--- config.mk ---
export PLATFORM = sky130hd
export DESIGN_NAME = fuq_ram
export DESIGN_NICKNAME = d
export VERILOG_FILES = /design/src/rtl/core/fuq_ram.sv
export SDC_FILE = /design/constraint.sdc
export NUM_CORES = 2
export LEC_CHECK = 0
export BUFFER_PORTS_ARGS = -buffer_cell sky130_fd_sc_hd__clkbuf_2
export CAP_MARGIN = 20
export CORE_MARGIN = 3
export CORE_UTILIZATION = 55
export DETAILED_ROUTE_END_ITERATION = 8
export GPL_TIMING_DRIVEN = 0
export PLACE_DENSITY = 0.78
export SETUP_SLACK_MARGIN = 0.4
export SYNTH_ARGS = -nofsm -noshare
export SYNTH_HDL_FRONTEND = slang
export SYNTH_SLANG_ARGS = --single-unit
--- constraint.sdc ---
create_clock -name clk -period 3.24 [get_ports clk]
set_input_delay 0.648 -clock clk [delete_from_list [all_inputs] [get_ports clk]]
set_output_delay 0.648 -clock clk [all_outputs]
set_load 0.01 [all_outputs]
--- src/rtl/core/fuq_ram.sv ---
`timescale 1ns / 1ps
// Generic single-write, single-read RAM with registered read data.
// No dependencies.
module fuq_ram #(
	parameter int WIDTH = 8,
	parameter int DEPTH = 256
) (
	input  logic                     clk,
	input  logic                     we,
	input  logic [$clog2(DEPTH)-1:0] waddr,
	input  logic [WIDTH-1:0]         wdata,
	input  logic [$clog2(DEPTH)-1:0] raddr,
	output logic [WIDTH-1:0]         rdata
);

	logic [WIDTH-1:0] mem [DEPTH];

	always_ff @(posedge clk) begin
		if (we) begin
			mem[waddr] <= wdata;
		end
		rdata <= mem[raddr];
	end

endmodule

==> metrics <==
status=finished with violations; failing checks=design-rule violations, negative setup slack; port bufs=26; DIE HEIGHT=approximately 390 um; Setup crit start kind=input pin; aggregate global-route resource usage=between 30% and 40%; Worst path slowest cell=a2111oi_2; Max Cap Viol=0; initial antenna violation count=18; LEAKAGE=between 20 and 30 nW; CP cell instances=clkbuf_2, buf_2, clkbuf_2, nor2_1, a2111oi_2, nor3_1, nor4_4; asr flop ratio synth=0%; Max Slew Vio Count=0; CTS Root Cell=clkbuf_16; Worst-path clk slew=~0.060 ns; largest net degree at the start of global routing=approximately 170; commonest non-fill, non-tap cell in the layout=edfxtp_1; GRT Residual Overflow=0; Hold Crit Class=in2reg; Finish-stage setup viols=1; number of synthesized flops with an enable pin=around 2000; min cycle time layout=3.39 ns; Hold Violations, Final=0; Worst setup EP type=flop; design area=approximately 90000 um^2; #FFs+latches synth=a little over 2000; share of cells above drive strength 1=between 20% and 30%; Rel. slew slack=between 10% and 20%; DRC Markers=1; row cnt=~140; clk_lat worst skew=between 0.8 and 0.9 ns; VDD IR-drop max=roughly 560 uV; vias post-DR=43300; wire length of the first global-routing pass=between 300 and 400 mm; CP max FO=10; ANT nets after route=0; Tightest Pin Transition=around 1.2 ns; Synth Instances=3733; number of buffers created by CTS=~190; GPL Wtd Cong=roughly 0.98; core area=between 100000 and 150000 um^2; WL final=between 200 and 250 mm; Syn Nets=roughly 3800; CTS H-tree depth=4; initial cell density of the core=55.8%; DR iter-0 viols=about 8300; CTS tree=built; HPWL Detailed=approximately 150 mm; post-synthesis sequential area ratio=between 70 and 80%; Tcrit/Tclk final=105%; Yosys cell types=55; Req. time, crit path=approximately 4 ns; Nets=a little over 4000; Die W=about 390 um; f_max=between 200 and 300 MHz; Yosys warning count=0; vias in the first global route=roughly 42000; wire length per cell=38.8 um; maximum clock path buffer count=3; Worst EP arrival=about 4.1 ns; crit path kind=in2reg; most frequent cells in the layout=2048 x edfxtp_1, 454 x mux4_2, 194 x clkbuf_16; via density per instance=approximately 7.1; synthesis-to-finish area growth=13.6%; Setup WS pre-CTS=-1.65 ns; Mean Syn Cell Area=between 20 and 25 um^2; number of hold buffers added after CTS=0; power per cell area=just over 600 nW/um^2; Top FF cell, synth=edfxtp_1; Synth Cell Area=~80000 um^2; RSZ-0062 raised after global routing=true; slowest cell delay on critical path=about 0.72 ns; Most common cell on crit path=clkbuf_2; setup ws final=-0.148 ns; 1st-pass router iterations=9; Worst Skew=between 0.03 and 0.04 ns; cell area after placement=around 83000 um^2; CTS Sinks=~2100; io pins=34; die area=about 150000 um^2
==> worst max-delay path: cells and delay by family <==
kind / cells / cell delay (ns)
compound gates: 1 / 0.72
buf+inv: 3 / 1.58
simple gates: 3 / 1.07
==> routing by layer <==
metal | up-vias | part of all wire, % | wire (um) | GRT usage (%)
li1 | 16300 | - | - | -
met1 | 21900 | 32 | 74500 | 40.7
met2 | 4223 | 45 | 105000 | 46.5
met3 | 875 | 16 | 38800 | 12.8
met4 | 12 | 7.2 | 16900 | 18.1
met5 | - | 0.078 | 183 | 0.198
==> through the flow <==
stage / instances / power (mW) / utilization [%] / setup TNS [ns] / hold WS [ns]
detailed placement: 5688 / 32.9 / 58.1 / -684.30 / 1.04
floorplan: 3733 / 31.3 / - / 0 / 0.747
finish: 6061 / 54.8 / 63.4 / -0.148 / 0.411
CTS: 6045 / 54.5 / 62.9 / 0 / 0.432
global placement: 5649 / 32.9 / 57.5 / -4765.61 / 1.04
global route: 6054 / 55.7 / 63.4 / 0 / 0.457
==> sequential cells by signal, summed over array words and instances (netlist names) <==
signal,cells
mem,2048
rdata,8
==> path summary, 6_finish.rpt <==
check / from / to / slack, ns / cells after the start
min: wdata[6] / mem[236][6] / 0.41 / 1
min reg2reg: mem[41][3] / rdata[3] / 1.34 / 6
max: raddr[5] / rdata[4] / -0.15 / 7
max reg2reg: mem[135][4] / rdata[4] / 0.45 / 6
==> synth_stat cells (3+ instances only) <==
library cell | number | area, um^2
edfxtp_1 | 2048 | 61500
mux4_2 | 454 | 10200
nor2_1 | 282 | 1060
mux2i_1 | 134 | 1340
a22oi_1 | 133 | 998
clkbuf_1 | 111 | 417
a21oi_1 | 96 | 480
o221ai_1 | 46 | 403
nand3_1 | 34 | 170
nand2_1 | 33 | 124
buf_2 | 31 | 155
nor2b_1 | 31 | 194
o22ai_1 | 28 | 175
buf_4 | 27 | 203
nor4_1 | 24 | 150
buf_1 | 22 | 82.6
nor3_1 | 22 | 110
buf_6 | 21 | 236
a211oi_1 | 16 | 120
a221oi_1 | 13 | 114
buf_8 | 13 | 195
nand4_1 | 10 | 62.6
o211ai_1 | 10 | 75.1
o21ai_0 | 10 | 50.1
a22o_1 | 8 | 70.1
buf_12 | 8 | 160
dfxtp_1 | 8 | 160
nand2b_1 | 8 | 50.1
and2_1 | 6 | 37.5
o22a_1 | 5 | 43.8
o32ai_1 | 4 | 35.0
or2_2 | 4 | 25.0
nor4_2 | 3 | 37.5
==> logic make-up after synthesis <==
family	Yosys count	share of synthesized area, %
flops	2056	77.5
mux	591	14.6
simple gates	466	2.63
compound gates	385	3.42
buf+inv	235	1.83
==> final cells by class <==
class,instances,area [um^2]
sequential,2056,61700
fill,9046,52200
multi-input combinational,1442,17600
clock buffer,244,5070
tap,1890,2360
buffer,233,1670
clock inverter,107,987
timing repair buffer,79,977
antenna,8,20.0
inverter,2,8.76
==> power by group <==
group          total, mW  internal [mW]  switching [mW]
registers           29.3           29.3          0.0223
logic               3.33           1.05            2.27
clock network       22.1           12.3            9.81
==> what timing repair did <==
| item | 4_1_cts | 5_1_grt |
|---|---|---|
| endpoints found under the setup margin | 838 | 966 |
| buffers inserted | 6 | 2 |
| pin swaps | 4 | 11 |
| gates resized for setup | 253 | 192 |
Power figures use the tool's default switching activity.
